## src/rtl/teoq_pkg.sv

```systemverilog
`timescale 1ns / 1ps
// Shared types and codes for the timestamp-ordered event queue.
// No dependencies; imported by every module of the block.
package teoq_pkg;

    localparam int KIND_BITS   = 1;
    localparam int NODE_BITS   = 3;
    localparam int OUTNODE_BITS = 2;
    localparam int SERVER_BITS = 4;
    localparam int NODE_COUNT  = 4;

    typedef enum logic [0:0] {
        OP_INSERT  = 1'b0,
        OP_EXTRACT = 1'b1
    } op_t;

    typedef enum logic [1:0] {
        ST_OK      = 2'd0,
        ST_OUTSIDE = 2'd1,
        ST_FULL    = 2'd2,
        ST_EMPTY   = 2'd3
    } status_t;

    // Event attributes carried with each stamp
    typedef struct packed {
        logic [KIND_BITS-1:0]    kind;
        logic [OUTNODE_BITS-1:0] node;
        logic [SERVER_BITS-1:0]  server;
    } meta_t;

    // Per-cycle command broadcast to every cell
    typedef struct packed {
        logic ins;
        logic ext;
    } cmd_t;

endpackage

```

## src/rtl/teoq_cell.sv

```systemverilog
`timescale 1ns / 1ps
// One slot of the sorted event chain: holds one event, shifts right on insert, left on extract.
// Depends on teoq_pkg.
module teoq_cell #(
    parameter int STAMP_BITS = 48
) (
    input  logic                  clk,
    input  teoq_pkg::cmd_t        cmd,
    input  logic                  occupied,
    input  teoq_pkg::meta_t       new_meta,
    input  logic [STAMP_BITS-1:0] new_stamp,
    input  logic                  left_ge,
    input  teoq_pkg::meta_t       left_meta,
    input  logic [STAMP_BITS-1:0] left_stamp,
    input  teoq_pkg::meta_t       right_meta,
    input  logic [STAMP_BITS-1:0] right_stamp,
    output logic                  ge,
    output teoq_pkg::meta_t       meta,
    output logic [STAMP_BITS-1:0] stamp
);
    import teoq_pkg::*;

    meta_t                 meta_reg, meta_next;
    logic [STAMP_BITS-1:0] stamp_reg, stamp_next;

    // Empty slots count as later than any new event
    assign ge    = !occupied || (stamp_reg >= new_stamp);
    assign meta  = meta_reg;
    assign stamp = stamp_reg;

    always_comb
    begin
        meta_next  = meta_reg;
        stamp_next = stamp_reg;
        priority if (cmd.ins && ge && left_ge)
        begin
            meta_next  = left_meta;
            stamp_next = left_stamp;
        end
        else if (cmd.ins && ge)
        begin
            meta_next  = new_meta;
            stamp_next = new_stamp;
        end
        else if (cmd.ext)
        begin
            meta_next  = right_meta;
            stamp_next = right_stamp;
        end
        else
        begin
            meta_next  = meta_reg;
            stamp_next = stamp_reg;
        end
    end

    always_ff @(posedge clk)
    begin
        meta_reg  <= meta_next;
        stamp_reg <= stamp_next;
    end

endmodule

```

## config.mk

```make
export PLATFORM = sky130hd
export DESIGN_NAME = teoq_cell
export DESIGN_NICKNAME = d
export VERILOG_FILES = /design/src/rtl/teoq_pkg.sv /design/src/rtl/teoq_cell.sv
export SDC_FILE = /design/constraint.sdc
export NUM_CORES = 1
export LEC_CHECK = 0
export BUFFER_PORTS_ARGS = -buffer_cell sky130_fd_sc_hd__buf_2
export CAP_MARGIN = 15
export CELL_PAD_IN_SITES_DETAIL_PLACEMENT = 1
export CELL_PAD_IN_SITES_GLOBAL_PLACEMENT = 1
export CORE_MARGIN = 4
export CORE_UTILIZATION = 30
export CTS_CLUSTER_SIZE = 14
export DETAILED_ROUTE_END_ITERATION = 10
export PLACE_DENSITY_LB_ADDON = 0.1
export SYNTH_ARGS = -nofsm -noshare
export SYNTH_HDL_FRONTEND = slang
export SYNTH_SLANG_ARGS = --single-unit
```

## constraint.sdc

```tcl
create_clock -name clk -period 4.22 [get_ports clk]
set_clock_uncertainty 0.2 [all_clocks]
set_input_delay 0.844 -clock clk [delete_from_list [all_inputs] [get_ports clk]]
set_output_delay 0.844 -clock clk [all_outputs]
set_load 0.05 [all_outputs]
```

==> results.cfg <==
[worst_setup_path]
rr_worst_depth = 9
cp_cell_sequence = buf_2, ha_1, nand2b_1, a2111oi_0, a2111oi_0, o31ai_1, a21oi_1, or2_2, buf_2
critPathLaunchType = input pin
r2r_end = stamp[0]$_DFFE_PP_
required_ps = 3180
cp_slowest_cell = a2111oi_0
rrSetupSlack_ps = 870
max_stage_delay_ps = 420
end_kind = primary output
crit_arrival_ps = 2950
path_class = input pin to primary output
path_buf_inv = 2
timing.rr.start = stamp[27]$_DFFE_PP_
cp_top_family = compound AO/OA/AOI/OAI gates
crit_path_max_fanout = 2

[sta]
worst_slew_pin_slew_ps = 858
rsz0062_at_grt = false
fmax_ghz = 0.250
final.min_clock_period_ps = 3990
whs_ps = 626
drv_slew = 0
layout_worst_path_cycle_share = 0.947
setup_slack_ps = 226
maxSlewHeadroom = 0.428
finalSetupViolCount = 0
finalHoldViolCount = 0
tns_ps = 0

[clock_network]
htree_num_levels = 2
post_cts_buffers = 0
cts_root_buf = clkbuf_16
cts_resized = 0
clock_latency_ps = 300
hold_buffers = 0
clockBufferDepth = 2
numCtsBuffers = 5
path_clk_slew_ps = 80
cts.sink_count = 55
cts_tree = done

[run]
cap_violations = 0

[synth]
netlist.top_cell.by_area = edfxtp_1
synthArstFlopShare = 0
synthFlopType = edfxtp_1
syn_inst = 397
ys_types = 34
synth_area_leaders = edfxtp_1 (40%), ha_1 (15%), mux2_1 (11%)
synth.avg_cell_area_um2 = 10.3
synth.cell_area_um2 = 4100
yosysWarnings = 0
synth_fp_nets = 615
synth_most_common_cell = edfxtp_1
synth_top_area_frac = 0.403
seq_area_frac_synth = 0.403
ys_ff_latch = 55
yosys-top-cells-count = edfxtp_1 (55), o21ai_0 (53), nand2_1 (52)
synth_edf_count = 55

[min_path]
hold_depth = 2
worstHoldStart = right_stamp[41]
hold_class = input pin to flip-flop
hold_end = stamp[41]$_DFFE_PP_

[die]
start_util = 0.308
die_height_um = 125
die-width_um = 125
core_um2 = 13300
dieArea_um2 = 15600
num_io_pins = 226
rows = 42

[grt]
grtUsageTotal = 0.168
grt_pass1_vias = 4139
antenna_found_initial = 0
grt-ovfl-total = 0
grt_max_degree = 46
grt_pass1_wl_mm = 21.2

[power_and_ir_drop]
clkPwrFrac = 0.256
cellLeakagePower_nw = 2.78
swShare = 0.367
p_sw_uw = 701
powerDensity_nw_per_um2 = 342
irDropWorstVdd_mv = 0.135
power_frac_comb = 0.366
internal_power_mw = 1.21
seq_power_share = 0.377

[finish]
fin_nets = 839
area_growth_pct = 36.5
register_area_um2 = 1650
largest_reg_flops = 48
n_antenna_cell = 0
final_cells = 798
final_util = 0.420
final_layout_size_suffix_gt1_frac = 0.431
multi_input_area_um2 = 2160
n_fill_cell = 1614

[routing]
drt-pass1-iter-count = 4
routed_wl_mm = 13.3
drt_iter0_drc = 112
drc = 0
vias_per_cell = 4.72
vias = 3767
ant_nets = 0
wl_per_cell_um = 16.6

[placement]
io_buffers = 225
dp_cells = 790
hpwl_mm = 10.8
pre_cts_ws_ps = 199
routabilityCongestion = 0.781

[status]
status = complete, no violations
[kinds of logic after synthesis]
family | after synthesis | synth area share
mux | 63 | 0.173
buf+inv | 66 | 0.0706
fa+ha+maj | 48 | 0.147
simple gates | 79 | 0.0883
flops | 55 | 0.403
compound gates | 86 | 0.118
[how the worst max path moves through the flow]
stage                       start                end  slack [ps]  depth (start not counted)
CTS                  new_stamp[0]                 ge         170                          9
global placement     new_stamp[0]                 ge         240                          9
global route         new_stamp[0]                 ge           4                          9
detailed placement   new_stamp[0]                 ge         200                          9
finish               new_stamp[0]                 ge         230                          9
floorplan           new_stamp[27]  meta[0]$_DFFE_PP_         400                         11
[cells in the final DEF, fill, tap and decap left out, types with 2 or more instances in the layout]
| cell type | netlist | routed |
|---|---|---|
| buf_4 | 1 | 8 |
| ha_1 | 48 | 48 |
| clkbuf_16 | 0 | 5 |
| buf_2 | 0 | 225 |
| a211o_1 | 2 | 2 |
| o21ai_0 | 53 | 53 |
| mux2_1 | 39 | 39 |
| and4_1 | 4 | 4 |
| a2111oi_0 | 2 | 2 |
| a21o_1 | 4 | 4 |
| inv_1 | 49 | 49 |
| nand3_1 | 5 | 5 |
| a211oi_1 | 2 | 2 |
| a21boi_0 | 2 | 2 |
| nor2_1 | 3 | 3 |
| edfxtp_1 | 55 | 55 |
| nand4_1 | 8 | 8 |
| mux2_2 | 24 | 24 |
| a21oi_1 | 14 | 14 |
| nand2_1 | 52 | 52 |
[through the flow]
step / area (um2) / power (mW)
global placement: 5430 / 1.43
finish: 5590 / 1.91
CTS: 5590 / 1.94
floorplan: 4100 / 1.21
detailed placement: 5430 / 1.44
global route: 5590 / 2.03
[worst reg2reg max path: stages (launching register included)]
cell and delay [ps]:
edfxtp_1 410, ha_1 330, a21oi_1 150, o21ai_1 80
a221o_1 370, a21o_1 180, a211o_1 350, o21ai_4 370
buf_4 310, mux2_2 360
[power by group through the flow]
stage / combinational, mW / clock (mW) / sequential [mW]
finish: 0.700 / 0.490 / 0.720
global route: 0.769 / 0.529 / 0.729
CTS: 0.713 / 0.509 / 0.722
detailed placement: 0.709 / 0 / 0.734
global placement: 0.698 / 0 / 0.731
floorplan: 0.253 / 0 / 0.960
[per-layer routing]
metal,GRT usage,wire length (um),up-vias
li1,-,-,1878
met5,0,0,-
met1,0.192,5440,1750
met4,0.0306,107,0
met2,0.300,6570,131
met3,0.0630,1170,8
[area by class of cell]
type,count,area share
inverter,49,0.0329
multi-input combinational,276,0.387
sequential,55,0.295
tap,176,0.0394
timing repair buffer,234,0.216
clock inverter,3,0.00694
clock buffer,5,0.0224
(Power assumes the default switching activity.)
